<file path="src/rtl/core/cpd_pkg.sv">
// Shared types and constants for the calibrated presence detector.
// Used by cpd_window, calibrated_presence_detector and the testbench; depends on nothing.
package cpd_pkg;

  localparam int SAMPLE_W = 12;
  localparam int LEVEL_W  = 13;
  localparam int ACCUM_W  = 17;

  localparam logic [ACCUM_W-1:0]  ACCUM_MAX = '1;
  localparam logic [SAMPLE_W-1:0] LEVEL_MAX = '1;

  localparam int WINDOW_DEF     = 8;
  localparam int FIRST_END_DEF  = 40;
  localparam int SECOND_END_DEF = 72;
  localparam int BLOCK_LEN_DEF  = 32;

  localparam logic OP_SAMPLE  = 1'b0;
  localparam logic OP_RESTART = 1'b1;

  // One beat from the averaging front end to the calibration pipeline.
  typedef struct packed {
    logic                restart;
    logic [SAMPLE_W-1:0] average;
  } cpd_avg_t;

endpackage

</file>
<file path="src/rtl/core/cpd_window.sv">
// Moving-average front end: sample ring memory, running sum and divide by WINDOW.
// Depends on cpd_pkg.
module cpd_window
  import cpd_pkg::*;
#(
  parameter int WINDOW = WINDOW_DEF
) (
  input  logic                clk,
  input  logic                rst,
  input  logic                item_valid,
  output logic                item_ready,
  input  logic                operation,
  input  logic [SAMPLE_W-1:0] sample,
  output logic                avg_valid,
  input  logic                avg_ready,
  output cpd_avg_t            avg_beat
);

  localparam int SLOT_W = $clog2(WINDOW);
  localparam int SUM_W  = SAMPLE_W + SLOT_W;
  localparam int SH     = SUM_W + SLOT_W;
  localparam int RC_W   = SUM_W + 2;
  localparam int PROD_W = SUM_W + RC_W;
  localparam logic [63:0] RC_FULL =
    ((64'd1 << SH) + 64'(WINDOW) - 64'd1) / 64'(WINDOW);
  localparam logic [RC_W-1:0]   RECIP     = RC_W'(RC_FULL);
  localparam logic [SUM_W-1:0]  SUM_MAX   = SUM_W'(((1 << SAMPLE_W) - 1) * WINDOW);
  localparam logic [SLOT_W-1:0] LAST_SLOT = SLOT_W'(WINDOW - 1);

  logic [SAMPLE_W-1:0] win_mem [WINDOW];
  logic [WINDOW-1:0]   win_vld;
  logic [SLOT_W-1:0]   write_slot;
  logic [SUM_W-1:0]    window_sum;
  logic [SUM_W-1:0]    sum_next;

  logic                r_valid;
  logic                r_restart;
  logic [SAMPLE_W-1:0] r_sample;
  logic [SAMPLE_W-1:0] r_old;
  logic                r_old_vld;
  logic [SLOT_W-1:0]   r_slot;

  logic                s_valid;
  logic                s_restart;
  logic [SUM_W-1:0]    s_sum;

  logic                v_valid;
  cpd_avg_t            v_beat;

  logic                r_rdy;
  logic                s_rdy;
  logic                v_rdy;
  logic                item_fire;
  logic                r_move;
  logic                r_write;
  logic [PROD_W-1:0]   prod;
  logic [PROD_W-1:0]   quo;

  assign v_rdy      = !v_valid || avg_ready;
  assign s_rdy      = !s_valid || v_rdy;
  assign r_rdy      = !r_valid || s_rdy;
  assign item_ready = r_rdy;
  assign item_fire  = item_valid && r_rdy;
  assign r_move     = r_valid && s_rdy;
  assign r_write    = r_move && !r_restart;

  // A slot never written since reset counts as zero.
  assign sum_next = window_sum - SUM_W'(r_old_vld ? r_old : '0) + SUM_W'(r_sample);

  // Division by WINDOW as a multiply by a rounded-up reciprocal; exact for
  // every sum below 2**SUM_W.
  assign prod = s_sum * RECIP;
  assign quo  = prod >> SH;

  // The slot is read when the beat is accepted and written one stage later.
  // Two consecutive samples always use different slots, so the write in
  // flight never targets the slot being read.
  always_ff @(posedge clk) begin
    if (r_write) begin
      win_mem[r_slot] <= r_sample;
    end
    if (item_fire) begin
      r_old     <= win_mem[write_slot];
      r_old_vld <= win_vld[write_slot];
      r_sample  <= sample;
      r_restart <= (operation == OP_RESTART);
      r_slot    <= write_slot;
    end
  end

  always_ff @(posedge clk) begin
    if (rst) begin
      win_vld <= '0;
    end else if (r_write) begin
      win_vld[r_slot] <= 1'b1;
    end
  end

  always_ff @(posedge clk) begin
    if (rst) begin
      r_valid    <= 1'b0;
      s_valid    <= 1'b0;
      v_valid    <= 1'b0;
      write_slot <= '0;
      window_sum <= '0;
    end else begin
      if (r_rdy) begin
        r_valid <= item_valid;
      end
      if (s_rdy) begin
        s_valid <= r_valid;
      end
      if (v_rdy) begin
        v_valid <= s_valid;
      end
      if (item_fire && operation == OP_SAMPLE) begin
        write_slot <= (write_slot == LAST_SLOT) ? '0 : write_slot + 1'b1;
      end
      if (r_write) begin
        window_sum <= sum_next;
      end
    end
  end

  always_ff @(posedge clk) begin
    if (r_move) begin
      s_restart <= r_restart;
      s_sum     <= sum_next;
    end
    if (s_valid && v_rdy) begin
      v_beat.restart <= s_restart;
      v_beat.average <= quo[SAMPLE_W-1:0];
    end
  end

  assign avg_valid = v_valid;
  assign avg_beat  = v_beat;

  a_slot_distinct: assert property (@(posedge clk) disable iff (rst)
    (r_write && item_fire && operation == OP_SAMPLE) |-> (r_slot != write_slot))
    else $error("window write and read hit the same slot");

  a_sum_range: assert property (@(posedge clk) disable iff (rst)
    window_sum <= SUM_MAX)
    else $error("running sum exceeds a full window of maximum samples");

  a_slot_range: assert property (@(posedge clk) disable iff (rst)
    write_slot <= LAST_SLOT)
    else $error("write slot beyond the window");

endmodule

</file>
<file path="src/rtl/core/calibrated_presence_detector.sv">
// Top level of the calibrated presence detector: calibration counter, levels and decision.
// Depends on cpd_pkg and cpd_window.
//
// Input beats (item_valid/item_ready) carry an operation and a 12-bit sample.
// A sample beat produces exactly one result beat (result_valid/result_ready)
// with present, the window average and the calibrating flag. A restart beat
// clears the calibration counter in order with the samples around it and
// produces no result.
// The block takes one beat per cycle while the receiver is ready. The ring
// memory is read at the accepting edge; then come one register each for the
// running sum, the reciprocal multiply, the calibration counter, the level
// mean multiply and the level update, two for the threshold and one for
// the output.
// Every stage holds its beat while the next one is full, so a stalled
// receiver fills the pipeline first and only then drops item_ready.
// Reset empties the pipeline and clears the window, running sum, counter,
// accumulator and both levels; there is no clearing pass, so the block
// takes beats in the cycle after reset is released.
module calibrated_presence_detector
  import cpd_pkg::*;
#(
  parameter int WINDOW     = WINDOW_DEF,
  parameter int FIRST_END  = FIRST_END_DEF,
  parameter int SECOND_END = SECOND_END_DEF,
  parameter int BLOCK_LEN  = BLOCK_LEN_DEF
) (
  input  logic                clk,
  input  logic                rst,
  input  logic                item_valid,
  output logic                item_ready,
  input  logic                operation,
  input  logic [SAMPLE_W-1:0] sample,
  output logic                result_valid,
  input  logic                result_ready,
  output logic                present,
  output logic [SAMPLE_W-1:0] average,
  output logic                calibrating
);

  localparam int CNT_TOP_AB = (FIRST_END > SECOND_END + 1) ? FIRST_END : SECOND_END + 1;
  localparam int CNT_TOP    = (WINDOW > CNT_TOP_AB) ? WINDOW : CNT_TOP_AB;
  localparam int CNT_W      = $clog2(CNT_TOP + 1);
  localparam logic [CNT_W-1:0] FIRST_C  = CNT_W'(FIRST_END);
  localparam logic [CNT_W-1:0] SECOND_C = CNT_W'(SECOND_END);
  localparam logic [CNT_W-1:0] WINDOW_C = CNT_W'(WINDOW);
  localparam logic [CNT_W-1:0] STOP_C   = CNT_W'(SECOND_END + 1);

  localparam int ASUM_W = ACCUM_W + 1;
  localparam int NUM_W  = ACCUM_W + 2;
  localparam int QW     = NUM_W - 1;
  localparam int DIV    = 2 * BLOCK_LEN;
  localparam int DIV_L  = $clog2(DIV);
  localparam int M_SH   = NUM_W + DIV_L;
  localparam int M_RC_W = NUM_W + 2;
  localparam int MP_W   = NUM_W + M_RC_W;
  localparam logic [63:0] M_RC_FULL = ((64'd1 << M_SH) + 64'(DIV) - 64'd1) / 64'(DIV);
  localparam logic [M_RC_W-1:0] M_RECIP = M_RC_W'(M_RC_FULL);
  localparam logic [NUM_W-1:0]  BL_C    = NUM_W'(BLOCK_LEN);
  localparam logic [QW-1:0]     LVL_SAT = QW'(LEVEL_MAX);
  localparam int THR_W  = LEVEL_W + 1;

  localparam logic [1:0] SEL_NONE = 2'd0;
  localparam logic [1:0] SEL_A    = 2'd1;
  localparam logic [1:0] SEL_B    = 2'd2;

  logic     avg_valid;
  logic     avg_ready;
  cpd_avg_t avg_beat;

  cpd_window #(
    .WINDOW(WINDOW)
  ) u_window (
    .clk       (clk),
    .rst       (rst),
    .item_valid(item_valid),
    .item_ready(item_ready),
    .operation (operation),
    .sample    (sample),
    .avg_valid (avg_valid),
    .avg_ready (avg_ready),
    .avg_beat  (avg_beat)
  );

  // Calibration state.
  logic [CNT_W-1:0]   cal_count;
  logic [CNT_W-1:0]   count_next;
  logic [ACCUM_W-1:0] cal_accum;
  logic [ACCUM_W-1:0] accum_next;
  logic [ASUM_W-1:0]  acc_sum;
  logic [ACCUM_W-1:0] acc_sat;
  logic [1:0]         sel;

  logic signed [LEVEL_W-1:0] level_a;
  logic signed [LEVEL_W-1:0] level_b;

  // Pipeline stages after the front end.
  logic                c_valid;
  logic [SAMPLE_W-1:0] c_avg;
  logic                c_cal;
  logic [1:0]          c_sel;
  logic [ACCUM_W-1:0]  c_acc;

  logic                m_valid;
  logic [SAMPLE_W-1:0] m_avg;
  logic                m_cal;
  logic [1:0]          m_sel;
  logic [QW-1:0]       m_quo;

  logic                      l_valid;
  logic [SAMPLE_W-1:0]       l_avg;
  logic                      l_cal;
  logic signed [LEVEL_W-1:0] l_a;
  logic signed [LEVEL_W-1:0] l_b;

  logic                      g_valid;
  logic [SAMPLE_W-1:0]       g_avg;
  logic                      g_cal;
  logic                      g_dir;
  logic signed [LEVEL_W-1:0] g_b;
  logic [LEVEL_W-1:0]        g_mag;

  logic                    t_valid;
  logic [SAMPLE_W-1:0]     t_avg;
  logic                    t_cal;
  logic                    t_dir;
  logic signed [THR_W-1:0] t_thr;

  logic c_rdy;
  logic m_rdy;
  logic l_rdy;
  logic g_rdy;
  logic t_rdy;
  logic o_rdy;
  logic av_fire;

  logic [NUM_W-1:0]          m_num;
  logic [MP_W-1:0]           m_prod;
  logic [MP_W-1:0]           m_shift;
  logic [SAMPLE_W-1:0]       mean12;
  logic signed [LEVEL_W-1:0] mean_lv;
  logic signed [LEVEL_W-1:0] la_set;
  logic signed [LEVEL_W-1:0] lb_set;
  logic signed [LEVEL_W-1:0] lb_fix;
  logic [THR_W-1:0]          d_ab;
  logic [THR_W-1:0]          d_ba;
  logic [LEVEL_W-1:0]        gap;
  logic [THR_W-1:0]          b_ext;
  logic [THR_W-1:0]          gap_ext;
  logic signed [THR_W-1:0]   avg_s;
  logic                      pres;

  assign o_rdy     = !result_valid || result_ready;
  assign t_rdy     = !t_valid || o_rdy;
  assign g_rdy     = !g_valid || t_rdy;
  assign l_rdy     = !l_valid || g_rdy;
  assign m_rdy     = !m_valid || l_rdy;
  assign c_rdy     = !c_valid || m_rdy;
  assign avg_ready = c_rdy;
  assign av_fire   = avg_valid && c_rdy;

  // Calibration counter: accumulate averages after the first full window and
  // close a block at each phase end.
  always_comb begin
    acc_sum = {1'b0, cal_accum} + ASUM_W'(avg_beat.average);
    acc_sat = acc_sum[ACCUM_W] ? ACCUM_MAX : acc_sum[ACCUM_W-1:0];
    priority if (cal_count == FIRST_C) begin
      accum_next = '0;
      sel        = SEL_A;
    end else if (cal_count == SECOND_C) begin
      accum_next = '0;
      sel        = SEL_B;
    end else if (cal_count > WINDOW_C && cal_count < SECOND_C) begin
      accum_next = acc_sat;
      sel        = SEL_NONE;
    end else begin
      accum_next = cal_accum;
      sel        = SEL_NONE;
    end
    count_next = (cal_count <= SECOND_C) ? cal_count + 1'b1 : cal_count;
  end

  // Rounded block mean, (2*acc + BLOCK_LEN) / (2*BLOCK_LEN), by reciprocal.
  assign m_num   = NUM_W'({c_acc, 1'b0}) + BL_C;
  assign m_prod  = m_num * M_RECIP;
  assign m_shift = m_prod >> M_SH;

  // Level update; equal levels are pulled apart by lowering level_b.
  always_comb begin
    mean12  = (m_quo > LVL_SAT) ? LEVEL_MAX : m_quo[SAMPLE_W-1:0];
    mean_lv = {1'b0, mean12};
    la_set  = (m_sel == SEL_A) ? mean_lv : level_a;
    lb_set  = (m_sel == SEL_B) ? mean_lv : level_b;
    lb_fix  = (lb_set == la_set) ? la_set - LEVEL_W'(1) : lb_set;
  end

  assign d_ab    = {l_a[LEVEL_W-1], l_a} - {l_b[LEVEL_W-1], l_b};
  assign d_ba    = {l_b[LEVEL_W-1], l_b} - {l_a[LEVEL_W-1], l_a};
  assign gap     = LEVEL_W'((THR_W'(g_mag) + THR_W'(1)) >> 1);
  assign b_ext   = {g_b[LEVEL_W-1], g_b};
  assign gap_ext = {1'b0, gap};
  assign avg_s   = {2'b00, t_avg};
  assign pres    = t_dir ? (avg_s >= t_thr) : (avg_s <= t_thr);

  always_ff @(posedge clk) begin
    if (rst) begin
      cal_count    <= '0;
      cal_accum    <= '0;
      level_a      <= '0;
      level_b      <= '0;
      c_valid      <= 1'b0;
      m_valid      <= 1'b0;
      l_valid      <= 1'b0;
      g_valid      <= 1'b0;
      t_valid      <= 1'b0;
      result_valid <= 1'b0;
    end else begin
      if (av_fire) begin
        if (avg_beat.restart) begin
          cal_count <= '0;
        end else begin
          cal_count <= count_next;
          cal_accum <= accum_next;
        end
      end
      if (m_valid && l_rdy) begin
        level_a <= la_set;
        level_b <= lb_fix;
      end
      if (c_rdy) begin
        c_valid <= avg_valid && !avg_beat.restart;
      end
      if (m_rdy) begin
        m_valid <= c_valid;
      end
      if (l_rdy) begin
        l_valid <= m_valid;
      end
      if (g_rdy) begin
        g_valid <= l_valid;
      end
      if (t_rdy) begin
        t_valid <= g_valid;
      end
      if (o_rdy) begin
        result_valid <= t_valid;
      end
    end
  end

  always_ff @(posedge clk) begin
    if (av_fire && !avg_beat.restart) begin
      c_avg <= avg_beat.average;
      c_cal <= (count_next <= SECOND_C);
      c_sel <= sel;
      c_acc <= acc_sat;
    end
    if (c_valid && m_rdy) begin
      m_avg <= c_avg;
      m_cal <= c_cal;
      m_sel <= c_sel;
      m_quo <= m_shift[QW-1:0];
    end
    if (m_valid && l_rdy) begin
      l_avg <= m_avg;
      l_cal <= m_cal;
      l_a   <= la_set;
      l_b   <= lb_fix;
    end
    if (l_valid && g_rdy) begin
      g_avg <= l_avg;
      g_cal <= l_cal;
      g_dir <= (l_b < l_a);
      g_b   <= l_b;
      g_mag <= (l_b < l_a) ? d_ab[LEVEL_W-1:0] : d_ba[LEVEL_W-1:0];
    end
    if (g_valid && t_rdy) begin
      t_avg <= g_avg;
      t_cal <= g_cal;
      t_dir <= g_dir;
      t_thr <= g_dir ? b_ext + gap_ext : b_ext - gap_ext;
    end
    if (t_valid && o_rdy) begin
      present     <= pres;
      average     <= t_avg;
      calibrating <= t_cal;
    end
  end

  a_levels_apart: assert property (@(posedge clk) disable iff (rst)
    l_valid |-> (l_a != l_b))
    else $error("levels equal after the update stage");

  a_count_stops: assert property (@(posedge clk) disable iff (rst)
    cal_count <= STOP_C)
    else $error("calibration counter ran past its stop value");

  a_gap_nonzero: assert property (@(posedge clk) disable iff (rst)
    g_valid |-> (g_mag != '0))
    else $error("zero distance between levels reached the threshold stage");

endmodule

</file>
<file path="config.mk">
export PLATFORM = sky130hd
export DESIGN_NAME = calibrated_presence_detector
export DESIGN_NICKNAME = d
export VERILOG_FILES = /design/src/rtl/core/cpd_pkg.sv /design/src/rtl/core/cpd_window.sv /design/src/rtl/core/calibrated_presence_detector.sv
export SDC_FILE = /design/constraint.sdc
export NUM_CORES = 1
export LEC_CHECK = 0
export BUFFER_PORTS_ARGS = -buffer_cell sky130_fd_sc_hd__buf_2
export CORE_MARGIN = 10
export CORE_UTILIZATION = 45
export DETAILED_ROUTE_END_ITERATION = 8
export HOLD_SLACK_MARGIN = 0.05
export SYNTH_ARGS = -nofsm -noshare
export SYNTH_HDL_FRONTEND = slang
export SYNTH_SLANG_ARGS = --single-unit
export TNS_END_PERCENT = 1
</file>
<file path="constraint.sdc">
create_clock -name clk -period 3.85 [get_ports clk]
set_input_delay 0.5775 -clock clk [delete_from_list [all_inputs] [get_ports clk]]
set_output_delay 0.5775 -clock clk [all_outputs]
set_load 0.05 [all_outputs]
</file>
==> flow_metrics.py <==
metrics = {
    "status": {
        "status": "finished clean",
    },
    "synthesis": {
        "synth_compound_area_share_pct": 9.78,
        "yosysSeqAreaShare_pct": 57.6,
        "yosys.area.top_type_share_pct": 49.1,
        "synthFlopType": "edfxtp_1",
        "synth-xor-area-share_pct": 4.46,
        "yosysTopAreaCell": "edfxtp_1",
        "syn_nets": 1759,
        "yosys-top-cells-area": "edfxtp_1, dfxtp_1, ha_1",
        "syn_inst": 1640,
        "synth_top_family_by_area": "simple AND/OR/NAND/NOR gates",
        "async_flop_share_pct": 0,
        "yosys.area_share.simple_pct": 12.1,
        "synthTopCellsByCount": "edfxtp_1, nand2_1, inv_1",
        "synth_fa_ha_area_share_pct": 6.97,
        "synth_most_common_cell": "edfxtp_1",
        "synth.area.mux_share_pct": 5.50,
        "synth_seq_cells": 413,
        "syn-mean-instance-area_um2": 12.2,
        "ys_types": 81,
        "syn-cell-area_um2": 20000,
        "synth-edff-count": 328,
        "yosys_warnings": 0,
    },
    "power_and_ir_drop": {
        "seqPwrFrac_pct": 49.5,
        "p_clk_share_pct": 44.2,
        "power.internal_mw": 7.91,
        "p_sw_mw": 2.17,
        "power_switching_share_pct": 21.6,
        "comb_power_share_pct": 6.4,
        "powerDensity_nw_per_um2": 444,
        "finalPower_mw": 10.1,
        "ir_drop_uv": 397,
        "p_leak_nw": 8.32,
    },
    "clocking": {
        "cts.sinks": 413,
        "clockBufferDepth": 3,
        "clkSlewWorstSetupHoldPaths_ns": 0.06,
        "tritoncts": "done",
        "clock_tree.htree_level_count": 2,
        "clockRootBuffer": "clkbuf_16",
        "worst_skew_pair.late_latency_ns": 0.58,
        "ctsHoldBuffers": 0,
        "cts_made_buffers": 45,
    },
    "floorplan": {
        "coreArea_um2": 44100,
        "rows": 77,
        "die_h_um": 231,
        "dieArea_um2": 53400,
        "die_x_um": 231,
        "initial_utilization_pct": 45.4,
        "ios": 33,
    },
    "worst_setup_path": {
        "cp_max_fo": 6,
        "r2r-start": "g_mag[0]",
        "path_class": "reg -> reg",
        "max_stage_delay_ns": 0.44,
        "cp_num_buf_inv": 0,
        "cp_top_family": "compound AO/OA/AOI/OAI gates",
        "crit_slowest_cell": "edfxtp_1",
        "startpoint": "g_mag[0]",
        "crit_path_end_kind": "flip-flop",
        "cp.arrival_ns": 3.82,
        "path_cells": "ha_1 > nand2b_1 > mux2_2 > o32ai_2 > a21oi_1 > xnor2_1 > ha_1 > nor3_1 > o21ai_0 > a31oi_2 > o21bai_1 > a2111oi_2 > o31ai_1 > xnor2_1",
        "required_ns": 4.16,
        "startpoint_type": "flip-flop",
    },
    "global_routing": {
        "grt_max_degree": 73,
        "grt_antenna_before_repair": 1,
        "grt_pass1_wl_mm": 64.2,
        "grt_pass1_vias": 12300,
        "grt_usage_pct": 14.8,
        "grt_overflow": 0,
    },
    "sta": {
        "slew_violations": 0,
        "fin_skew_ns": 0.0281,
        "layout_min_cycle_time_ns": 3.51,
        "maxSlewHeadroom_pct": 27.2,
        "setup_viol": 0,
        "hold_viol_final": 0,
        "rsz0062_at_grt": "yes",
        "max_freq_ghz": 0.285,
        "worst_pin_slew_ns": 1.09,
        "setup_slack_ns": 0.337,
        "period_share_pct": 91.2,
    },
    "placed_design": {
        "pre_cts_slack_ns": -0.0450,
        "dpl.cell_count": 2253,
        "dp_hpwl_mm": 27.7,
        "gp_congestion": 0.830,
        "portBuffers": 32,
    },
    "detailed_routing": {
        "ant_nets": 0,
        "vias": 12300,
        "vias_per_cell": 5.29,
        "drt_iter0_drc": 798,
        "drc": 0,
        "wl_per_cell_um": 17.0,
        "drt_wl_total_mm": 39.7,
        "dr.pass1.iters": 4,
    },
    "cells_and_area": {
        "final_nets": 1827,
        "fin_cells": 2336,
        "antennaDiodeCount": 0,
        "drive_gt1_share_pct": 15.2,
        "syn2layout_area_growth_pct": 13.4,
    },
    "flow_run": {
        "cap_violations": 0,
    },
    "worst_hold_path": {
        "hold_path_class": "in -> reg",
        "worstHoldStart": "sample[1]",
    },
}
-- layout make-up --
type / instances / area, um2
fillers: 3858 / 21400
well taps: 592 / 741
clock inverters: 20 / 270
repair buffers: 77 / 510
clock buffers: 63 / 1310
inverters: 126 / 473
flip-flops and latches: 413 / 11600
multi-input cells: 1045 / 7870
-- cell families after synthesis --
group | Yosys count
flip-flops | 413
adder cells (fa/ha/maj) | 102
buffers and inverters | 182
multiplexers | 74
XOR/XNOR | 102
AND/OR/NAND/NOR | 477
AO/OA/AOI/OAI | 290
-- through the flow --
stage          utilization, %  area (um2)  hold WS (ns)  TNS, ns
2_1_floorplan               -       20000         0.400        0
3_3_place_gp             47.9       21100         0.401        0
3_5_place_dp             47.9       21100         0.405  -0.0450
4_1_cts                  51.4       22700         0.134        0
5_1_grt                  51.5       22700         0.141  -0.0821
6_report                 51.5       22700         0.169        0
-- worst reg2reg max path: stages, from the launching register on --
cell	delay, ns
edfxtp_1	0.44
ha_1	0.27
nand2b_1	0.15
mux2_2	0.28
o32ai_2	0.27
a21oi_1	0.13
xnor2_1	0.14
ha_1	0.25
nor3_1	0.19
o21ai_0	0.14
a31oi_2	0.24
o21bai_1	0.12
a2111oi_2	0.36
o31ai_1	0.15
xnor2_1	0.14
-- per-layer routing --
layer	vias to the layer above	global-route usage, %	part of all wire (%)
li1	6102	-	-
met1	5964	19.2	46
met2	210	24.3	47
met3	68	3.08	4.4
met4	2	5.10	2.8
met5	-	0	0.033
-- repair_timing --
item	CTS	global route
gates cloned	0	0
pin swaps	0	1
endpoints found under the setup margin	1	3
buffers inserted	0	0
resized for setup	1	5
-- sequential cells by signal, indices dropped and copies added (netlist names), 13 cells and up --
register / flops
u_window.win_mem: 96
cal_accum: 17
u_window.window_sum: 15
t_thr: 14
c_acc: 13
g_b: 13
g_mag: 13
l_a: 13
l_b: 13
level_a: 13
level_b: 13
m_quo: 13
u_window.avg_beat: 13
-- worst paths after layout --
check,endpoint,slack (ns),cells after the start
worst min-delay path,u_window.r_sample[1],0.17,1
worst max-delay path,t_thr[13],0.34,14
worst min register to register,g_avg[1],0.42,0
worst max register to register,t_thr[13],0.34,14
-- placed cells by master (no fill, tap or decap), types with 9 or more instances in the layout --
master,instances
inv_1,123
nand3_1,44
a21o_1,17
clkbuf_8,9
a21oi_1,95
buf_4,44
mux4_2,26
o21ai_0,36
nand2b_1,28
nand2_1,125
buf_2,32
or3_1,10
ha_1,85
dfxtp_1,84
clkbuf_16,46
nor3_1,31
and2_1,30
a31oi_1,10
a22o_1,12
a211oi_1,10
xnor2_1,67
edfxtp_1,328
o21a_1,13
mux2i_1,27
xor2_1,35
nand4_1,9
mux2_2,17
nor2_1,115
fa_1,16
nor2b_1,14
or2_2,12
and3_1,18
-- power groups by stage --
stage          logic (mW)  registers [mW]  clock network [mW]
5_1_grt             0.725            5.00                4.78
6_report            0.641            4.99                4.45
2_1_floorplan       0.497            5.05                   0
4_1_cts             0.644            4.99                4.58
3_3_place_gp        0.631            5.08                   0
3_5_place_dp        0.640            5.08                   0
Note: power is estimated with default switching activity, not from simulation.
